$ cat src/rtl/gbd_pkg.sv
`default_nettype none
// ----------------------------------------------------------------------------
// gbd_pkg
// Shared types and fixed widths for the Golomb bitstream decoder.
// ----------------------------------------------------------------------------
package gbd_pkg;

  // Fixed field widths.
  localparam int CODE_W  = 8;
  localparam int DIV_W   = 16;
  localparam int REM_W   = 17;
  localparam int SEEN_W  = 5;
  localparam int CW_W    = 5;
  localparam int VALUE_W = 32;

  // Queue depths.
  localparam int IN_DEPTH  = 4;
  localparam int OUT_DEPTH = 8;

  // Divisor and the values derived from it.
  typedef struct packed {
    logic [DIV_W-1:0] m;     // effective divisor, never zero
    logic [CW_W-1:0]  c;     // remainder width, ceil(log2 m)
    logic [DIV_W-1:0] u;     // 2^c - m
  } gbd_cfg_t;

  // One finished code on its way to the value unit (quotient travels apart).
  typedef struct packed {
    logic [DIV_W-1:0]   m;
    logic [VALUE_W-1:0] r;
    logic               sat;
    logic               last;
  } gbd_code_t;

endpackage : gbd_pkg
`default_nettype wire

$ cat src/rtl/gbd_front.sv
`default_nettype none
// ----------------------------------------------------------------------------
// gbd_front
// Input byte queue and divisor register with its derived code parameters.
// ----------------------------------------------------------------------------
module gbd_front
  import gbd_pkg::*;
#(
  parameter int DIVISOR_BITS = 16
) (
  input  wire logic              clk,
  input  wire logic              rst,
  input  wire logic              push,
  output logic                   full,
  input  wire logic [CODE_W-1:0] code_byte,
  input  wire logic              cfg_valid,
  output logic                   cfg_ready,
  input  wire logic [DIV_W-1:0]  divisor,
  output logic                   byte_valid,
  output logic [CODE_W-1:0]      byte_data,
  input  wire logic              byte_take,
  output gbd_cfg_t               cfg
);

  localparam int PTR_W = $clog2(IN_DEPTH);
  localparam int CNT_W = $clog2(IN_DEPTH + 1);
  localparam logic [DIV_W-1:0] DIV_MASK = DIV_W'((17'd1 << DIVISOR_BITS) - 17'd1);
  localparam logic [DIV_W-1:0] DIV_RESET = DIV_W'(4);

  // Masks the raw divisor, maps zero to one, and finds c and u.
  function automatic gbd_cfg_t derive(input logic [DIV_W-1:0] raw);
    gbd_cfg_t         res;
    logic [DIV_W-1:0] mm;
    logic [DIV_W-1:0] mm1;
    logic [REM_W-1:0] pow;
    mm = raw & DIV_MASK;
    if (mm == '0) begin
      mm = DIV_W'(1);
    end
    mm1 = mm - DIV_W'(1);
    res.c = '0;
    for (int i = 0; i < DIV_W; i++) begin
      if (mm1[i]) begin
        res.c = CW_W'(i + 1);
      end
    end
    pow   = REM_W'(1) << res.c;
    res.m = mm;
    res.u = DIV_W'(pow - {1'b0, mm});
    return res;
  endfunction

  logic [CODE_W-1:0] mem [IN_DEPTH];
  logic [PTR_W-1:0]  wptr;
  logic [PTR_W-1:0]  rptr;
  logic [CNT_W-1:0]  count;
  logic              push_acc;
  logic              pop_acc;

  // Configuration is always taken; derived values are stored at the write.
  assign cfg_ready = 1'b1;

  always_ff @(posedge clk) begin
    if (rst) begin
      cfg <= derive(DIV_RESET);
    end else if (cfg_valid) begin
      cfg <= derive(divisor);
    end
  end

  // Byte queue handshakes.
  assign full       = (count == CNT_W'(IN_DEPTH));
  assign push_acc   = push && !full;
  assign byte_valid = (count != '0);
  assign pop_acc    = byte_take && byte_valid;
  assign byte_data  = mem[rptr];

  always_ff @(posedge clk) begin
    if (push_acc) begin
      mem[wptr] <= code_byte;
    end
  end

  // Pointers and fill count.
  always_ff @(posedge clk) begin
    if (rst) begin
      wptr  <= '0;
      rptr  <= '0;
      count <= '0;
    end else begin
      if (push_acc) begin
        wptr <= wptr + PTR_W'(1);
      end
      if (pop_acc) begin
        rptr <= rptr + PTR_W'(1);
      end
      count <= count + CNT_W'(push_acc) - CNT_W'(pop_acc);
    end
  end

endmodule : gbd_front
`default_nettype wire

$ cat src/rtl/gbd_bit_decoder.sv
`default_nettype none
// ----------------------------------------------------------------------------
// gbd_bit_decoder
// Walks each byte one bit per cycle, pausing while a code waits for a free
// result slot, through the unary and remainder phases and holds the newest
// finished code until it is known whether it is the last one of its byte.
// ----------------------------------------------------------------------------
module gbd_bit_decoder
  import gbd_pkg::*;
#(
  parameter int QUOTIENT_BITS = 16
) (
  input  wire logic                     clk,
  input  wire logic                     rst,
  input  wire logic                     byte_valid,
  input  wire logic [CODE_W-1:0]        byte_data,
  output logic                          byte_take,
  input  wire gbd_cfg_t                 cfg,
  input  wire logic                     credit_ok,
  output logic                          send,
  output logic [QUOTIENT_BITS-1:0]      send_q,
  output gbd_code_t                     send_code
);

  localparam int IDX_W = $clog2(CODE_W);

  // Shift register for the current byte.
  logic              busy;
  logic [CODE_W-1:0] sr;
  logic [IDX_W-1:0]  bit_idx;

  // Decode state.
  logic                     in_rem;
  logic [QUOTIENT_BITS-1:0] q;
  logic                     sat;
  logic [REM_W-1:0]         racc;
  logic [SEEN_W-1:0]        seen;

  // Pending finished code.
  logic                     p_valid;
  logic                     p_closed;
  logic [QUOTIENT_BITS-1:0] p_q;
  gbd_code_t                p_code;

  // Next decode state for the bit at the head of the shift register.
  logic                     b;
  logic                     emit;
  logic [VALUE_W-1:0]       r_new;
  logic                     in_rem_next;
  logic [QUOTIENT_BITS-1:0] q_next;
  logic                     sat_next;
  logic [REM_W-1:0]         racc_next;
  logic [SEEN_W-1:0]        seen_next;
  logic [REM_W-1:0]         racc_sh;
  logic [SEEN_W-1:0]        seen_inc;
  logic                     last_bit;
  logic                     send_needed;
  logic                     step;
  logic                     flush;

  assign b        = sr[CODE_W-1];
  assign last_bit = (bit_idx == '0);
  assign racc_sh  = {racc[REM_W-2:0], b};
  assign seen_inc = seen + SEEN_W'(1);

  // Single-bit decode step.
  always_comb begin
    emit        = 1'b0;
    r_new       = '0;
    in_rem_next = in_rem;
    q_next      = q;
    sat_next    = sat;
    racc_next   = racc;
    seen_next   = seen;
    if (!in_rem) begin
      if (b) begin
        if (q == '1) begin
          sat_next = 1'b1;
        end else begin
          q_next = q + QUOTIENT_BITS'(1);
        end
      end else begin
        in_rem_next = 1'b1;
        racc_next   = '0;
        seen_next   = '0;
        // With no remainder bits the closing zero ends the code.
        emit = (cfg.c == '0);
      end
    end else begin
      racc_next = racc_sh;
      seen_next = seen_inc;
      if (cfg.c == '0) begin
        emit = 1'b1;
      end else if (seen_inc >= cfg.c) begin
        emit  = 1'b1;
        r_new = VALUE_W'(racc_sh) - VALUE_W'(cfg.u);
      end else if ((seen_inc == cfg.c - CW_W'(1)) && (racc_sh < {1'b0, cfg.u})) begin
        emit  = 1'b1;
        r_new = VALUE_W'(racc_sh);
      end
    end
    if (emit) begin
      in_rem_next = 1'b0;
      q_next      = '0;
      sat_next    = 1'b0;
      racc_next   = '0;
      seen_next   = '0;
    end
  end

  // A closed pending code leaves in any cycle with a free result slot; an open
  // one leaves when a newer code replaces it.
  assign send_needed = p_valid && (p_closed || emit);
  assign step        = busy && (!send_needed || credit_ok);
  assign flush       = !busy && p_valid && p_closed && credit_ok;
  assign send        = step ? send_needed : flush;
  assign send_q      = p_q;
  always_comb begin
    send_code      = p_code;
    send_code.last = p_closed;
  end

  assign byte_take = byte_valid && (!busy || (step && last_bit));

  // Byte shift register.
  always_ff @(posedge clk) begin
    if (rst) begin
      busy    <= 1'b0;
      sr      <= '0;
      bit_idx <= '0;
    end else begin
      if (step) begin
        sr      <= {sr[CODE_W-2:0], 1'b0};
        bit_idx <= bit_idx - IDX_W'(1);
        if (last_bit) begin
          busy <= 1'b0;
        end
      end
      if (byte_take) begin
        busy    <= 1'b1;
        sr      <= byte_data;
        bit_idx <= IDX_W'(CODE_W - 1);
      end
    end
  end

  // Decode state advances with each step.
  always_ff @(posedge clk) begin
    if (rst) begin
      in_rem <= 1'b0;
      q      <= '0;
      sat    <= 1'b0;
      racc   <= '0;
      seen   <= '0;
    end else if (step) begin
      in_rem <= in_rem_next;
      q      <= q_next;
      sat    <= sat_next;
      racc   <= racc_next;
      seen   <= seen_next;
    end
  end

  // Pending code: replaced on a new code, dropped when sent, closed at the
  // end of its byte.
  always_ff @(posedge clk) begin
    if (rst) begin
      p_valid  <= 1'b0;
      p_closed <= 1'b0;
    end else if (step) begin
      if (emit) begin
        p_valid  <= 1'b1;
        p_closed <= last_bit;
      end else if (send) begin
        p_valid  <= 1'b0;
        p_closed <= 1'b0;
      end else if (last_bit && p_valid) begin
        p_closed <= 1'b1;
      end
    end else if (flush) begin
      p_valid  <= 1'b0;
      p_closed <= 1'b0;
    end
  end

  always_ff @(posedge clk) begin
    if (step && emit) begin
      p_q         <= q;
      p_code.m    <= cfg.m;
      p_code.r    <= r_new;
      p_code.sat  <= sat;
      p_code.last <= 1'b0;
    end
  end

endmodule : gbd_bit_decoder
`default_nettype wire

$ cat src/rtl/gbd_value_unit.sv
`default_nettype none
// ----------------------------------------------------------------------------
// gbd_value_unit
// Forms quotient times divisor plus remainder in two stages and queues the
// results; slots are reserved when a code is sent so the stages never stall.
// ----------------------------------------------------------------------------
module gbd_value_unit
  import gbd_pkg::*;
#(
  parameter int QUOTIENT_BITS = 16
) (
  input  wire logic                     clk,
  input  wire logic                     rst,
  input  wire logic                     send,
  input  wire logic [QUOTIENT_BITS-1:0] send_q,
  input  wire gbd_code_t                send_code,
  output logic                          credit_ok,
  output logic                          empty,
  input  wire logic                     pop,
  output logic [VALUE_W-1:0]            value,
  output logic                          overflow,
  output logic                          last
);

  localparam int PROD_W = QUOTIENT_BITS + DIV_W;
  localparam int PTR_W  = $clog2(OUT_DEPTH);
  localparam int CNT_W  = $clog2(OUT_DEPTH + 1);

  logic [PROD_W-1:0]  prod;
  logic               s1_valid;
  logic [VALUE_W-1:0] s1_prod;
  logic [VALUE_W-1:0] s1_r;
  logic               s1_sat;
  logic               s1_last;

  logic [VALUE_W-1:0] val_mem  [OUT_DEPTH];
  logic               sat_mem  [OUT_DEPTH];
  logic               last_mem [OUT_DEPTH];
  logic [PTR_W-1:0]   wptr;
  logic [PTR_W-1:0]   rptr;
  logic [CNT_W-1:0]   count;
  logic [CNT_W-1:0]   credits;
  logic               pop_acc;

  // Multiply stage.
  assign prod = {{DIV_W{1'b0}}, send_q} * {{QUOTIENT_BITS{1'b0}}, send_code.m};

  always_ff @(posedge clk) begin
    if (rst) begin
      s1_valid <= 1'b0;
    end else begin
      s1_valid <= send;
    end
  end

  always_ff @(posedge clk) begin
    s1_prod <= VALUE_W'(prod);
    s1_r    <= send_code.r;
    s1_sat  <= send_code.sat;
    s1_last <= send_code.last;
  end

  // Add stage writes straight into the result queue.
  always_ff @(posedge clk) begin
    if (s1_valid) begin
      val_mem[wptr]  <= s1_prod + s1_r;
      sat_mem[wptr]  <= s1_sat;
      last_mem[wptr] <= s1_last;
    end
  end

  assign empty    = (count == '0);
  assign pop_acc  = pop && !empty;
  assign value    = val_mem[rptr];
  assign overflow = sat_mem[rptr];
  assign last     = last_mem[rptr];

  // Queue pointers, fill count and reserved slots.
  assign credit_ok = (credits < CNT_W'(OUT_DEPTH));

  always_ff @(posedge clk) begin
    if (rst) begin
      wptr    <= '0;
      rptr    <= '0;
      count   <= '0;
      credits <= '0;
    end else begin
      if (s1_valid) begin
        wptr <= wptr + PTR_W'(1);
      end
      if (pop_acc) begin
        rptr <= rptr + PTR_W'(1);
      end
      count   <= count + CNT_W'(s1_valid) - CNT_W'(pop_acc);
      credits <= credits + CNT_W'(send) - CNT_W'(pop_acc);
    end
  end

endmodule : gbd_value_unit
`default_nettype wire

$ cat src/rtl/golomb_bitstream_decoder_top.sv
`default_nettype none
// ----------------------------------------------------------------------------
// golomb_bitstream_decoder_top
// Golomb decoder with truncated-binary remainder, byte in, values out.
// ----------------------------------------------------------------------------
// Coded bytes are pushed into a four-entry input queue and decoded one bit
// per cycle, most significant bit first, and bytes follow each other without
// a gap. Each finished code yields one value, q * divisor + r, with overflow
// set when the quotient count saturated and last set on the final value of
// its byte; the last flag of a byte's final value is settled in the cycle
// after that byte's last bit. Values pass through a two-stage multiply and
// add and land in an eight-entry result queue; decoding pauses only while
// all eight result slots are reserved. A beat on the configuration channel
// writes the divisor and should only be sent while the decoder is idle. No
// clearing pass runs after reset.
// ----------------------------------------------------------------------------
module golomb_bitstream_decoder_top
  import gbd_pkg::*;
#(
  parameter int QUOTIENT_BITS = 16,
  parameter int DIVISOR_BITS  = 16
) (
  input  wire logic              clk,
  input  wire logic              rst,
  input  wire logic              push,
  output logic                   full,
  input  wire logic [CODE_W-1:0] code_byte,
  input  wire logic              cfg_valid,
  output logic                   cfg_ready,
  input  wire logic [DIV_W-1:0]  divisor,
  output logic                   empty,
  input  wire logic              pop,
  output logic [VALUE_W-1:0]     value,
  output logic                   overflow,
  output logic                   last
);

  logic                     byte_valid;
  logic [CODE_W-1:0]        byte_data;
  logic                     byte_take;
  gbd_cfg_t                 cfg;
  logic                     credit_ok;
  logic                     send;
  logic [QUOTIENT_BITS-1:0] send_q;
  gbd_code_t                send_code;

  // Input queue and divisor register.
  gbd_front #(
    .DIVISOR_BITS (DIVISOR_BITS)
  ) u_front (
    .clk        (clk),
    .rst        (rst),
    .push       (push),
    .full       (full),
    .code_byte  (code_byte),
    .cfg_valid  (cfg_valid),
    .cfg_ready  (cfg_ready),
    .divisor    (divisor),
    .byte_valid (byte_valid),
    .byte_data  (byte_data),
    .byte_take  (byte_take),
    .cfg        (cfg)
  );

  // Bit-serial decode.
  gbd_bit_decoder #(
    .QUOTIENT_BITS (QUOTIENT_BITS)
  ) u_decoder (
    .clk        (clk),
    .rst        (rst),
    .byte_valid (byte_valid),
    .byte_data  (byte_data),
    .byte_take  (byte_take),
    .cfg        (cfg),
    .credit_ok  (credit_ok),
    .send       (send),
    .send_q     (send_q),
    .send_code  (send_code)
  );

  // Value arithmetic and result queue.
  gbd_value_unit #(
    .QUOTIENT_BITS (QUOTIENT_BITS)
  ) u_value (
    .clk       (clk),
    .rst       (rst),
    .send      (send),
    .send_q    (send_q),
    .send_code (send_code),
    .credit_ok (credit_ok),
    .empty     (empty),
    .pop       (pop),
    .value     (value),
    .overflow  (overflow),
    .last      (last)
  );

endmodule : golomb_bitstream_decoder_top
`default_nettype wire
$ cat config.mk
export PLATFORM = sky130hd
export DESIGN_NAME = golomb_bitstream_decoder_top
export DESIGN_NICKNAME = d
export VERILOG_FILES = /design/src/rtl/gbd_pkg.sv /design/src/rtl/gbd_front.sv /design/src/rtl/gbd_bit_decoder.sv /design/src/rtl/gbd_value_unit.sv /design/src/rtl/golomb_bitstream_decoder_top.sv
export SDC_FILE = /design/constraint.sdc
export NUM_CORES = 1
export LEC_CHECK = 0
export BUFFER_PORTS_ARGS = -buffer_cell sky130_fd_sc_hd__buf_2
export CORE_UTILIZATION = 50
export CTS_BUF_LIST = sky130_fd_sc_hd__clkbuf_4
export CTS_CLUSTER_DIAMETER = 80
export DETAILED_ROUTE_END_ITERATION = 12
export PLACE_DENSITY = 0.66
export SLEW_MARGIN = 10
export SYNTH_ARGS = -nofsm -noshare
export SYNTH_HDL_FRONTEND = slang
export SYNTH_SLANG_ARGS = --single-unit
$ cat constraint.sdc
create_clock -name clk -period 15.45 [get_ports clk]
set_input_delay 1.545 -clock clk [delete_from_list [all_inputs] [get_ports clk]]
set_output_delay 1.545 -clock clk [all_outputs]
set_load 0.01 [all_outputs]
# [After elaboration in Yosys (flattened, before gate mapping)]
# Memories as Yosys holds them, arrays and structs flattened. A register that Yosys moved wholly into a read port is not among the register bits.
# Cells that the tools add are included.
[classes] n_addsub=18 multipliers=1 magnitude_cmp=3 n_eq_ne=8 shift=1 mux=73 bitwise_logic=1 n_reduce_logical=37
[ops] op="$mux 16" n=10
[ops] op="$mux 3" n=12
[ops] op="$add 32x32->32" n=1
[ops] op="$mul 16x16->32" n=1
[ops] op="$mux 32" n=1
[ops] op="$mux 4" n=8
[ops] op="$mux 5" n=6
[ops] op="$mux 1" n=29
[ops] op="$sub 17x16->18" n=1
[ops] op="$lt 17x16->1" n=1
[ops] op="$mux 17" n=1
[ops] op="$add 16x1->16 const B" n=1
[ops] op="$eq 16x16->1 const B" n=1
[ops] op="$logic_not 16->1" n=1
[ops] op="$mux 8" n=2
[ops] op="$shl 1x5->16 const A" n=1
[ops] op="$sub 16x1->16 const B" n=1
[ops] op="$sub 16x16->16" n=1
[ops] op="$logic_and 1x1->1" n=13
[ops] op="$reduce_bool 2->1" n=5
[ops] op="$add 4x1->4" n=2
[ops] op="$mux 2" n=4
[ops] op="$reduce_and 2->1" n=4
[ops] op="$reduce_and 4->1" n=2
[ops] op="other kinds (25)" n=33
[totals] regBits=243 mem_bits_rw=304 input_bits=29 out_inout_bits=37 elab_cells=175 mem_count=4
[memory_table] name="u_value.val_mem" depth=8 word_bits=32 rd=1 rd_clocked_by_memory_dff=1 write_ports=1 line_no="gbd_value_unit.sv:36" rtl="logic [VALUE_W-1:0] val_mem [OUT_DEPTH];"
[memory_table] name="u_front.mem" depth=4 word_bits=8 rd=1 rd_clocked_by_memory_dff=1 write_ports=1 line_no="gbd_front.sv:53" rtl="logic [CODE_W-1:0] mem [IN_DEPTH];"
[memory_table] name="u_value.last_mem" depth=8 word_bits=1 rd=1 rd_clocked_by_memory_dff=1 write_ports=1 line_no="gbd_value_unit.sv:38" rtl="logic last_mem [OUT_DEPTH];"
[memory_table] name="u_value.sat_mem" depth=8 word_bits=1 rd=1 rd_clocked_by_memory_dff=1 write_ports=1 line_no="gbd_value_unit.sv:37" rtl="logic sat_mem [OUT_DEPTH];"

# [Depth between registers and ports, before layout]
# Gate-level depths: netlist of the first run.
[depth] word_depth=25 ltp_mapped=26 mapped_depth_nobuf=24

# [By module]
# A second synthesis of the first run with hierarchy kept.
[hier_totals] cells_unflattened=2812 area_unflattened_um2=32817.7
[modules_own_cells] mod="gbd_value_unit" instances=1 cells_per_inst=1791 area_each_um2=22713.0 seq_area_each_um2=9849.4
[modules_own_cells] mod="gbd_bit_decoder" instances=1 cells_per_inst=561 area_each_um2=5517.8 seq_area_each_um2=2592.5
[modules_own_cells] mod="gbd_front" instances=1 cells_per_inst=460 area_each_um2=4586.9 seq_area_each_um2=1881.8

# [Worst setup path before layout of the first run]
# No wires, ideal clock.
[synth_path] kind="reg2reg" start="register u_decoder.sr[7]" end="register u_decoder.in_rem" setup_ns=0.117 arrival_time_ns=6.613 required_time_ns=15.333 slack_ns=8.720 path_stages_with_launch=15 path_buffers=2 period_less_slack_ns=6.730 path_cell_list="dfxtp_1 inv_1 ha_1 fa_1 nand2b_1 a21boi_0 o21ai_0 a21oi_1 o211ai_1 nand2_1 a311oi_1 or2_0 clkbuf_1 buf_2 nor2_1"
[synth_between] elab_chain_cells=11 elab_cells_between_ends=15 cone_classes="order compare (1); mux (8); reduce/logical (6)"
[synth_lines] element="start, declared" line_no="gbd_bit_decoder.sv:29" rtl="logic [CODE_W-1:0] sr;"
[synth_lines] element="start signal, assigned" line_no="gbd_bit_decoder.sv:133" rtl="sr <= {sr[CODE_W-2:0], 1'b0};"
[synth_lines] element="start signal, assigned" line_no="gbd_bit_decoder.sv:141" rtl="sr <= byte_data;"
[synth_lines] element="$lt 17x16->1" line_no="gbd_bit_decoder.sv:97" rtl="end else if ((seen_inc == cfg.c - CW_W'(1)) && (racc_sh < {1'b0, cfg.u})) begin"
[synth_lines] element="$logic_and 1x1->1" line_no="gbd_bit_decoder.sv:97"
[synth_lines] element="$mux 1" line_no="gbd_bit_decoder.sv:97"
[synth_lines] element="$mux 1" line_no="gbd_bit_decoder.sv:94" rtl="end else if (seen_inc >= cfg.c) begin"
[synth_lines] element="$mux 1" line_no="gbd_bit_decoder.sv:92" rtl="if (cfg.c == '0) begin"
[synth_lines] element="$mux 1" line_no="gbd_bit_decoder.sv:75" rtl="if (!in_rem) begin"
[synth_lines] element="$logic_or 1x1->1" line_no="gbd_bit_decoder.sv:113" rtl="assign send_needed = p_valid && (p_closed || emit);"
[synth_lines] element="$logic_and 1x1->1" line_no="gbd_bit_decoder.sv:113"
[synth_lines] element="$logic_not 1->1" line_no="gbd_bit_decoder.sv:114" rtl="assign step = busy && (!send_needed || credit_ok);"
[synth_lines] element="$logic_or 1x1->1" line_no="gbd_bit_decoder.sv:114"
[synth_lines] element="$logic_and 1x1->1" line_no="gbd_bit_decoder.sv:114"
[synth_lines] element="end signal, assigned" line_no="gbd_bit_decoder.sv:156" rtl="in_rem <= in_rem_next;"
[synth_lines] element="end, declared" line_no="gbd_bit_decoder.sv:33" rtl="logic in_rem;"
# Parallel ways exist; a longest one is shown, timed or not.
# A chain may end at the register's enable or synchronous reset.

# [Worst setup path in the final report of the first run]
[layout_path] start="register u_decoder.p_q[10], in the netlist u_decoder.send_q[10]" end="register u_value.s1_prod[31]"
[layout_between] elab_chain_cells=1
[layout_lines] element="start, declared" line_no="gbd_bit_decoder.sv:42" rtl="logic [QUOTIENT_BITS-1:0] p_q;"
[layout_lines] element="start signal, assigned" line_no="gbd_bit_decoder.sv:188" rtl="p_q <= q;"
[layout_lines] element="$mul 16x16->32" line_no="gbd_value_unit.sv:46" rtl="assign prod = {{DIV_W{1'b0}}, send_q} * {{QUOTIENT_BITS{1'b0}}, send_code.m};"
[layout_lines] element="named net u_value.prod[31]" line_no="gbd_value_unit.sv:29" rtl="logic [PROD_W-1:0] prod;"
[layout_lines] element="end signal, assigned" line_no="gbd_value_unit.sv:57" rtl="s1_prod <= VALUE_W'(prod);"
[layout_lines] element="end, declared" line_no="gbd_value_unit.sv:31" rtl="logic [VALUE_W-1:0] s1_prod;"
# The timed path passes the listed nets, and every way through them passes these cells.

==> summary.md, run 1 <==
| Metric | Value |
|---|---|
| Status | completed |
| Pre-CTS WS | around 8.1 ns |
| Worst-path fanout max | 16 |
| Layout cells sized above 1 | about 15% |
| #FFs+latches synth | roughly 520 |
| Final core occ | between 50% and 60% |
| GRT overflow | 0 |
| Most common library cell in the layout ignoring fill and taps | edfxtp_1 |
| Skew-Pair Late Insertion Delay | slightly below 1 ns |
| Post-Syn Area | ~0.032 mm^2 |
| WP data arrival | roughly 7.4 ns |
| TritonCTS clock tree | done |
| Max H-tree Level | 4 |
| Hold buffer count at cts | 0 |
| Setup Viol. Count Final | 0 |
| First drt pass iteration count | 5 |
| Layout area overhead | 9.58% |
| Die Ht | between 200 and 300 um |
| Setup_tns | 0 ns |
| Post-synth ARST share | 0% |
| Clk slew on worst S/H paths | around 0.070 ns |
| Fin crit share | ~43% |
| I/O pins | 66 |
| Postcts setup bufs | 0 |
| CTS buffer count | 136 |
| Startpoint types | flop |
| Vias in the first global route | about 21000 |
| Clk sink count | 524 |
| Commonest cells after routing, fill and taps aside | edfxtp_1 (355), inv_1 (307), nand2_1 (254) |
| CP Class | reg2reg |
| Worst reg2reg endpoint | u_value.s1_prod[31] |
| EDFF count, synth | ~360 |
| GRT Overall Usage | 21.4% |
| Mean post-synth cell area | around 12 um^2 |
| Port Buffer Count | 64 |
| Worst slew margin | 26.2% |
| Cell variety after synth | 85 |
| Post_cts resized | 0 |
| Net count after synthesis | approximately 3100 |
| R2r setup slk | a little under 9 ns |
| Slew Limit Fails | 0 |
| WHS | between 0.3 and 0.4 ns |
| Total Routed Length | 66200 um |
| WHS Path Cells | 0 |
| Multi-input logic area | ~0.016 mm^2 |
| Final min period | 6.59 ns |
| Ys Warns | 0 |
| GP Congestion | just under 0.9 |
| Register area | 0.0140 mm^2 |
| Die area | between 0.06 and 0.07 mm^2 |
| Core area | slightly above 0.06 mm^2 |
| Die width | about 250 um |
| Reg2reg path depth | 21 |
| Required time of the critical path | 16.26 ns |
| Hpwl dp | 46500 um |
| Dominant synthesized flop cell | edfxtp_1 |
| DRC | 0 |
| Clock Skews | between 0.05 and 0.06 ns |
| Sequential fraction of the synthesis area | between 40% and 50% |
| Antenna violations before repair | 2 |
| Type of the worst min-delay path | reg2reg |
| Hold Crit Endpoint | u_value.s1_r[1] |
| Synth Instances | 2719 |
| Final Net Count | between 3000 and 4000 |
| Crit path capture type | flop |
| Max Freq | between 150 and 200 MHz |
| Vias | about 20000 |
| Drt via density | between 5 and 6 |
| First-pass GRT wire length | 108000 um |
| Clock Path Buffers | 3 |
| Root Buffer | clkbuf_4 |
| Worst hold path startpoint | u_decoder.send_code[3] |
| Post-route worst setup slack | between 8 and 9 ns |
| Worst-margin pin slew | roughly 1.1 ns |
| Average wire per cell in the routed design | about 18 um |
| Post-DRT Antenna Nets | 0 |
| R2R Path Start | u_decoder.send_q[10] |
| RSZ-0062 raised after global routing | false |
| Max Cap Viol | 0 |
| Initial core utilization | roughly 51% |
| Row cnt | just over 90 |
| Fin. Hold Viols | 0 |
| Initial DRC Count | 997 |
| # fillers | between 5000 and 6000 |
| Pin count of the biggest net entering global routing | 73 |
==> worst max-delay path, cell delays in order (launching register included) <==
cell and delay (ns):
edfxtp_1 0.81, nand2_1 0.17, fa_1 0.56, inv_1 0.05, fa_1 0.53, inv_1 0.05, fa_1 0.48, fa_1 0.54
inv_1 0.05, fa_1 0.48, inv_1 0.05, fa_1 0.47, inv_1 0.04, ha_1 0.39, and3_1 0.22, o2111ai_1 0.17
nand3_1 0.14, nand2_1 0.14, o311ai_0 0.50, nand2_1 0.17, o31ai_1 0.33, xnor2_1 0.11
==> sequential cells by signal (all words and copies together) (netlist names), 5 cells and up, named ones only <==
name / cells
u_decoder.q: 16
u_decoder.racc: 16
u_decoder.seen: 5
u_decoder.send_code: 35
u_decoder.send_q: 16
u_decoder.sr: 8
u_front.cfg: 37
u_front.mem: 32
u_value.last_mem: 8
u_value.s1_prod: 32
u_value.s1_r: 18
u_value.sat_mem: 8
u_value.val_mem: 256
==> layout make-up <==
type	instances	area share [%]
antenna	4	0.0289
clock buffer	197	4.27
clock inverter	43	1.05
inverter	307	3.33
multi-input combinational	1788	46.4
sequential	524	40.6
tap	837	3.03
timing repair buffer	79	1.26
==> stage by stage <==
stage,instance area [um^2],cells
final,34600,3779
after global routing,34600,3779
after CTS,34600,3775
after detailed placement,32700,3535
after global placement,32700,3535
after floorplan,31600,2719
==> Yosys cell counts, types with 10 or more instances <==
library cell | number | area [um^2]
and2_1 | 111 | 694
xnor2_1 | 73 | 639
dfxtp_1 | 169 | 3380
nand3_1 | 56 | 280
ha_1 | 195 | 2440
xor2_1 | 42 | 368
fa_1 | 200 | 4000
and3_1 | 21 | 131
a21oi_1 | 114 | 571
o31ai_1 | 13 | 97.6
o21a_1 | 24 | 180
nand4_1 | 13 | 81.3
nand2_1 | 254 | 953
nor4_1 | 10 | 62.6
inv_1 | 307 | 1150
clkbuf_1 | 83 | 312
nor2b_1 | 21 | 131
a211oi_1 | 13 | 97.6
mux4_2 | 76 | 1710
nor2_1 | 195 | 732
a21o_1 | 33 | 248
o21ai_0 | 54 | 270
a22oi_1 | 11 | 82.6
mux2i_1 | 32 | 320
edfxtp_1 | 355 | 10700
nor3_1 | 39 | 195
nand2b_1 | 22 | 138
mux2_2 | 36 | 405
==> how the worst max path moves through the flow <==
| stage | startpoint | endpoint | depth (start not counted) |
|---|---|---|---|
| 6_report | u_decoder.send_q[10] | u_value.s1_prod[31] | 21 |
| 5_1_grt | u_decoder.send_q[10] | u_value.s1_prod[31] | 21 |
| 4_1_cts | u_decoder.send_q[10] | u_value.s1_prod[31] | 21 |
| 3_5_place_dp | divisor[13] | u_front.cfg[14] | 25 |
| 3_3_place_gp | divisor[13] | u_front.cfg[14] | 25 |
| 2_1_floorplan | u_decoder.sr[7] | u_decoder.in_rem | 14 |
==> per-layer routing <==
metal / up-vias / wire length [um] / global-route usage [%]
met5: - / 0 / 0
met2: 514 / 32500 / 36.1
li1: 9745 / - / -
met1: 10200 / 29300 / 27.4
met3: 88 / 3200 / 4.63
met4: 0 / 1200 / 7.38
==> logic make-up after synthesis <==
| family | count (synthesis) | share of synthesized area [%] |
|---|---|---|
| buffers and inverters | 407 | 4.92 |
| AO/OA/AOI/OAI | 345 | 7.23 |
| AND/OR/NAND/NOR | 788 | 12.1 |
| XOR/XNOR | 115 | 3.19 |
| other | 1 | 0.0119 |
| adder cells (fa/ha/maj) | 395 | 20.4 |
| multiplexers | 144 | 7.72 |
| flip-flops | 524 | 44.5 |
Power of run 1 is not shown: default switching activity piles up to over one toggle a cycle in this logic, so the estimate is an artifact.
==> run 2: changes to the inputs <==
==> constraint.sdc (replaced) <==
create_clock -name clk -period 6.4 [get_ports clk]
set_input_delay 0.64 -clock clk [delete_from_list [all_inputs] [get_ports clk]]
set_output_delay 0.64 -clock clk [all_outputs]
set_load 0.01 [all_outputs]
==> summary.md, run 2 (synthesis results as in run 1) <==
| Metric | Value |
|---|---|
| Fin crit share | 95.4% (+53 points) |
| Die Ht | 253 um (unchanged) |
| Placed Cells | 3563 (+0.79%) |
| Final min period | 6.11 ns (-0.485 ns) |
| DRC | 0 (unchanged) |
| Average wire per cell in the routed design | 17.3 um (-1.2%) |
| Clock Skews | 0.0496 ns (-0.000405 ns) |
| Commonest cells after routing, fill and taps aside | edfxtp_1 (355), inv_1 (307), nand2_1 (254) |
| Clk sink count | 524 (unchanged) |
| Layout cells sized above 1 | 16.4% (+1.1 points) |
| Skew-Pair Late Insertion Delay | 0.91 ns (-0.06 ns) |
| Final Net Count | 3302 (+1.3%) |
| GR Util met3 | 3.63% (-1.0 points) |
| I/O pins | 66 (unchanged) |
| GR Util met1 | 27.9% (+0.53 points) |
| Total Routed Length | 66100 um (-0.21%) |
| First drt pass iteration count | 5 (unchanged) |
| Startpoint types | flop |
| Crit path largest cell delay | 0.54 ns (-0.27 ns) |
| Initial core utilization | 50.9% (unchanged) |
| Clk slew on worst S/H paths | 0.06 ns (about the same) |
| Fin. Hold Viols | 0 (unchanged) |
| Antenna violations before repair | 3 (+1) |
| Row cnt | 91 (unchanged) |
| Top reg by flops | u_value.val_mem |
| Crit path capture type | flop |
| Worst-path fanout max | 10 (-6) |
| GRT Overall Usage | 21.4% (-0.052 points) |
| Cell class contributing the biggest share of worst-path delay | adder cells |
| CTS buffer count | 136 (unchanged) |
| Worst-margin pin slew | 1.19 ns (+0.0821 ns) |
| Root Buffer | clkbuf_4 |
| Multi-input logic area | 0.0161 mm^2 (about the same) |
| Slew Limit Fails | 0 (unchanged) |
| Status | completed |
| Most common library cell in the layout ignoring fill and taps | edfxtp_1 |
| First-pass GRT wire length | 108000 um (-0.19%) |
| TritonCTS clock tree | done |
| Worst slew margin | 20.7% (-5.5 points) |
| RSZ-0062 raised after global routing | false |
| Die width | 253 um (unchanged) |
| Setup_tns | 0 ns (unchanged) |
| Port Buffer Count | 64 (unchanged) |
| Met2 Use GR | 35.6% (-0.47 points) |
| Max Freq | 164 MHz (+7.9%) |
| Core area | 0.0621 mm^2 (unchanged) |
| WP data arrival | 6.94 ns (-0.46 ns) |
| CP Cell Sequence | buf_4 -> and2_1 -> fa_1 -> inv_1 -> fa_1 -> inv_1 -> ha_1 -> inv_1 -> fa_1 -> inv_1 -> fa_1 -> inv_1 -> fa_1 -> inv_1 -> ha_1 -> a21o_1 -> a2111o_1 -> a41o_1 -> nand4_1 -> a21oi_1 -> nor3_1 -> o31ai_1 -> a21oi_1 -> xnor2_1 |
| Vias in the first global route | 21200 (-0.96%) |
| Initial DRC Count | 1107 (+11%) |
| Layout area overhead | 10.4% |
| GRT overflow | 0 (unchanged) |
| Max Cap Viol | 0 (unchanged) |
| Clock Path Buffers | 3 (unchanged) |
| Post-DRT Antenna Nets | 0 (unchanged) |
| Critical path's slowest cell | fa_1 |
| Register area | 0.0140 mm^2 (unchanged) |
| Layer with the highest usage | met2 |
| Die area | 0.0642 mm^2 (unchanged) |
| CP Class | reg2reg |
| GP Congestion | 0.906 (+1.5%) |
| Required time of the critical path | 7.23 ns (-9.03 ns) |
| Setup Viol. Count Final | 0 (unchanged) |
| CP most frequent cell | inv_1 |
| Final cell count without fillers | 3816 (+0.98%) |
| # fillers | 5227 (-0.93%) |
| Type of the worst min-delay path | in2reg |
| WP buf/inv | 7 (+2) |
| Vias | 20600 (+0.32%) |
| Largest register FFs | 256 (unchanged) |
| Hpwl dp | 47600 um (+2.3%) |
| Drt via density | 5.39 (-0.66%) |
| Pin count of the biggest net entering global routing | 69 (-5.5%) |
| Max H-tree Level | 4 (unchanged) |
==> run 2: changes by cell type in the layout (fill, tap and decap cells not counted), sizes merged <==
cell,previous run,this run
bufinv,7,3
inv,311,310
clkinvlp,1,3
buf,79,109
diode,4,3
clkinv,31,19
dlygate4sd3,0,12
clkbuf,197,208
==> run 2: final timing paths <==
check        slack, ns                  end  cells past startpoint                     from
max               0.29  u_value.s1_prod[28]                     24  u_decoder.send_code[35]
min               0.13      u_front.cfg[30]                      3               divisor[9]
max reg2reg       0.29  u_value.s1_prod[28]                     24  u_decoder.send_code[35]
min reg2reg       0.34      u_value.s1_r[1]                      0   u_decoder.send_code[3]
==> run 2: layout make-up <==
type | instances | share of cell area (%)
flip-flops and latches | 524 | 40.3
inverters | 307 | 3.30
repair buffers | 121 | 2.24
multi-input cells | 1788 | 46.1
well taps | 837 | 3.00
diodes | 3 | 0.0215
clock buffers | 208 | 4.48
clock inverters | 28 | 0.606
==> run 2: repair_timing <==
item | CTS | global route
hold buffers | 12 | 0
setup endpoints to repair | 0 | 2
resized for setup | 0 | 0
hold endpoints to repair | 36 | 0
buffers inserted | 0 | 2
==> run 2: per-layer routing <==
layer | wire length [um] | vias to the layer above
met4 | 1540 | 2
met5 | 16 | -
li1 | - | 9813
met3 | 2920 | 120
met2 | 32100 | 500
met1 | 29500 | 10100
==> run 2: metrics by stage <==
stage	area (um^2)	setup WS, ns	hold WS, ns	utilization [%]
after floorplan	31600	0.512	0.323	-
after global placement	33000	0.375	0.333	53.1
after detailed placement	33000	0.176	0.327	53.1
after CTS	34800	0.303	0.00163	56.2
after global routing	34900	0.0121	0.0723	56.2
final	34900	0.291	0.127	56.2
==> run 2: worst reg2reg max path: stages, from the launching register on <==
cell and delay (ns):
edfxtp_1 0.48, buf_4 0.22, and2_1 0.18, fa_1 0.54, inv_1 0.06, fa_1 0.47
inv_1 0.07, ha_1 0.13, inv_1 0.04, fa_1 0.47, inv_1 0.05, fa_1 0.52
inv_1 0.05, fa_1 0.47, inv_1 0.04, ha_1 0.34, a21o_1 0.24, a2111o_1 0.41
a41o_1 0.25, nand4_1 0.16, a21oi_1 0.12, nor3_1 0.31, o31ai_1 0.12, a21oi_1 0.18
xnor2_1 0.14
Power of run 2 is left out for the same reason.
==> run 3: changes to the inputs <==
--- a/config.mk
+++ b/config.mk
@@ -5,12 +5,12 @@
 export SDC_FILE = /design/constraint.sdc
 export NUM_CORES = 1
 export LEC_CHECK = 0
-export BUFFER_PORTS_ARGS = -buffer_cell sky130_fd_sc_hd__buf_2
+export BUFFER_PORTS_ARGS = -buffer_cell sky130_fd_sc_hd__clkbuf_2
 export CORE_UTILIZATION = 50
 export CTS_BUF_LIST = sky130_fd_sc_hd__clkbuf_4
 export CTS_CLUSTER_DIAMETER = 80
 export DETAILED_ROUTE_END_ITERATION = 12
-export PLACE_DENSITY = 0.66
+export PLACE_DENSITY = 0.68
 export SLEW_MARGIN = 10
 export SYNTH_ARGS = -nofsm -noshare
 export SYNTH_HDL_FRONTEND = slang
==> constraint.sdc (replaced) <==
create_clock -name clk -period 5.2 [get_ports clk]
set_input_delay 0.52 -clock clk [delete_from_list [all_inputs] [get_ports clk]]
set_output_delay 0.52 -clock clk [all_outputs]
set_load 0.01 [all_outputs]
==> summary.md, run 3 (synthesis results as in run 1) <==
| Metric | Value |
|---|---|
| CTS buffer count | 135 (-0.74%) |
| Final cell count without fillers | 4035 (+5.7%) |
| Clk sink count | 524 (unchanged) |
| Most common library cell in the layout ignoring fill and taps | edfxtp_1 |
| Initial core utilization | 50.9% (unchanged) |
| Setup Viol. Count Final | 13 (+13) |
| Crit path capture type | flop |
| Pin count of the biggest net entering global routing | 81 (+17%) |
| Total Routed Length | 69800 um (+5.6%) |
| Slew Limit Fails | 0 (unchanged) |
| TritonCTS clock tree | done |
| Hpwl dp | 50200 um (+5.5%) |
| Worst-margin pin slew | 0.986 ns (-0.202 ns) |
| Required time of the critical path | 6.06 ns (-1.17 ns) |
| GRT overflow | 0 (unchanged) |
| Placed Cells | 3714 (+4.2%) |
| Die width | 253 um (unchanged) |
| Post-route worst setup slack | -0.360 ns (-0.651 ns) |
| Max H-tree Level | 4 (unchanged) |
| Fin. Hold Viols | 0 (unchanged) |
| Setup_tns | -2.80 ns (-2.80 ns) |
| Layout area overhead | 17.3% |
| Antenna violations before repair | 2 (-1) |
| First drt pass iteration count | 5 (unchanged) |
| I/O pins | 66 (unchanged) |
| Clock Skews | 0.0741 ns (+0.0245 ns) |
| Pre-CTS WS | -0.458 ns (-0.634 ns) |
| GP Congestion | 0.893 (-1.4%) |
| Clock Path Buffers | 3 (unchanged) |
| Worst-path fanout max | 7 (-3) |
| Row cnt | 91 (unchanged) |
| Final min period | 5.56 ns (-0.549 ns) |
| Drt via density | 5.32 (-1.3%) |
| Status | finished, violations left |
| Final core occ | 59.7% (+3.5 points) |
| Die area | 0.0642 mm^2 (unchanged) |
| Vias | 21500 (+4.4%) |
| WP data arrival | 6.42 ns (-0.52 ns) |
| Worst slew margin | 34.2% (+13 points) |
| Vias in the first global route | 22300 (+5.4%) |
| Clk slew on worst S/H paths | 0.07 ns (about the same) |
| Fin crit share | 107% (+11 points) |
| Average wire per cell in the routed design | 17.3 um (-0.12%) |
| Largest register FFs | 256 (unchanged) |
| Post-DRT Antenna Nets | 0 (unchanged) |
| Top reg by flops | u_value.val_mem |
| DRC | 0 (unchanged) |
| Skew-Pair Late Insertion Delay | 0.95 ns (+0.04 ns) |
| Initial DRC Count | 1092 (-1.4%) |
| Die Ht | 253 um (unchanged) |
| Max Freq | 180 MHz (+9.9%) |
| First-pass GRT wire length | 114000 um (+6.0%) |
| Max Cap Viol | 0 (unchanged) |
| Failing checks | setup timing |
| Core area | 0.0621 mm^2 (unchanged) |
| Commonest cells after routing, fill and taps aside | edfxtp_1 (355), inv_1 (293), nand2_1 (246) |
| Type of the worst min-delay path | in2reg |
| RSZ-0062 raised after global routing | true |
| Startpoint types | flop |
| Final Net Count | 3507 (+6.2%) |
| Root Buffer | clkbuf_4 |
| CP Class | reg2reg |
| Layout cells sized above 1 | 24.0% (+7.6 points) |
| Port Buffer Count | 64 (unchanged) |
| GRT Overall Usage | 22.6% (+1.2 points) |
run 3: cell types whose count changed in the layout (fill, tap and decap cells not counted), moves of 13 or more:
cell and change:
buf_4 +173, clkbuf_2 +63, buf_2 -62, buf_6 +16, inv_1 -14, inv_2 +14
a21oi_1 -13, a21oi_2 +13
run 3: what timing repair did:
action                                  4_1_cts  5_1_grt
endpoints found under the hold margin        55        0
hold buffers                                 24        0
gates resized for setup                      35       64
endpoints found under the setup margin       18       24
setup buffers                                34       11
pin swaps                                    16       41
run 3: layout make-up:
cell class,instances,area [um^2]
Inverter,307,1150
Multi-Input combinational cell,1788,16500
Antenna cell,3,7.51
Tap cell,837,1050
Sequential cell,524,14000
Clock inverter,40,249
Clock buffer,209,1570
Timing Repair Buffer,327,2460
Fill cell,4980,25000
run 3: worst max-delay path, cell delays in order, from the launching register on:
cell and delay (ns):
edfxtp_1 0.34, buf_6 0.15, buf_6 0.15, nand2_2 0.07, fa_1 0.50, inv_1 0.05
fa_1 0.47, inv_1 0.05, fa_1 0.44, fa_1 0.49, inv_1 0.05, fa_1 0.47
inv_1 0.06, fa_1 0.51, inv_2 0.05, ha_4 0.24, a2111o_1 0.35, a41o_1 0.25
nand4_1 0.13, a21oi_2 0.09, nor3_2 0.19, o31ai_1 0.11, a21oi_1 0.17, xnor2_1 0.13
run 3: per-stage QoR:
step / hold slack, ns / instance area [um^2]
floorplan: 0.323 / 31800
global placement: 0.325 / 34300
detailed placement: 0.327 / 34300
CTS: 0.0175 / 36700
global route: 0.0698 / 37100
finish: 0.135 / 37100
run 3: metal layers:
metal	vias to the layer above	wire, um	global-route usage [%]
li1	10300	-	-
met1	10600	30700	29.3
met2	523	34300	38.4
met3	112	3540	4.27
met4	0	1270	6.98
met5	-	0	0
run 3: final timing paths:
check,start,to,slack [ns],cells past startpoint
min,divisor[15],u_front.cfg[36],0.13,4
max,u_decoder.send_q[6],u_value.s1_prod[28],-0.36,23
min reg2reg,u_decoder.send_code[7],u_value.s1_r[5],0.34,0
max reg2reg,u_decoder.send_q[6],u_value.s1_prod[28],-0.36,23
Power of run 3 is left out for the same reason.
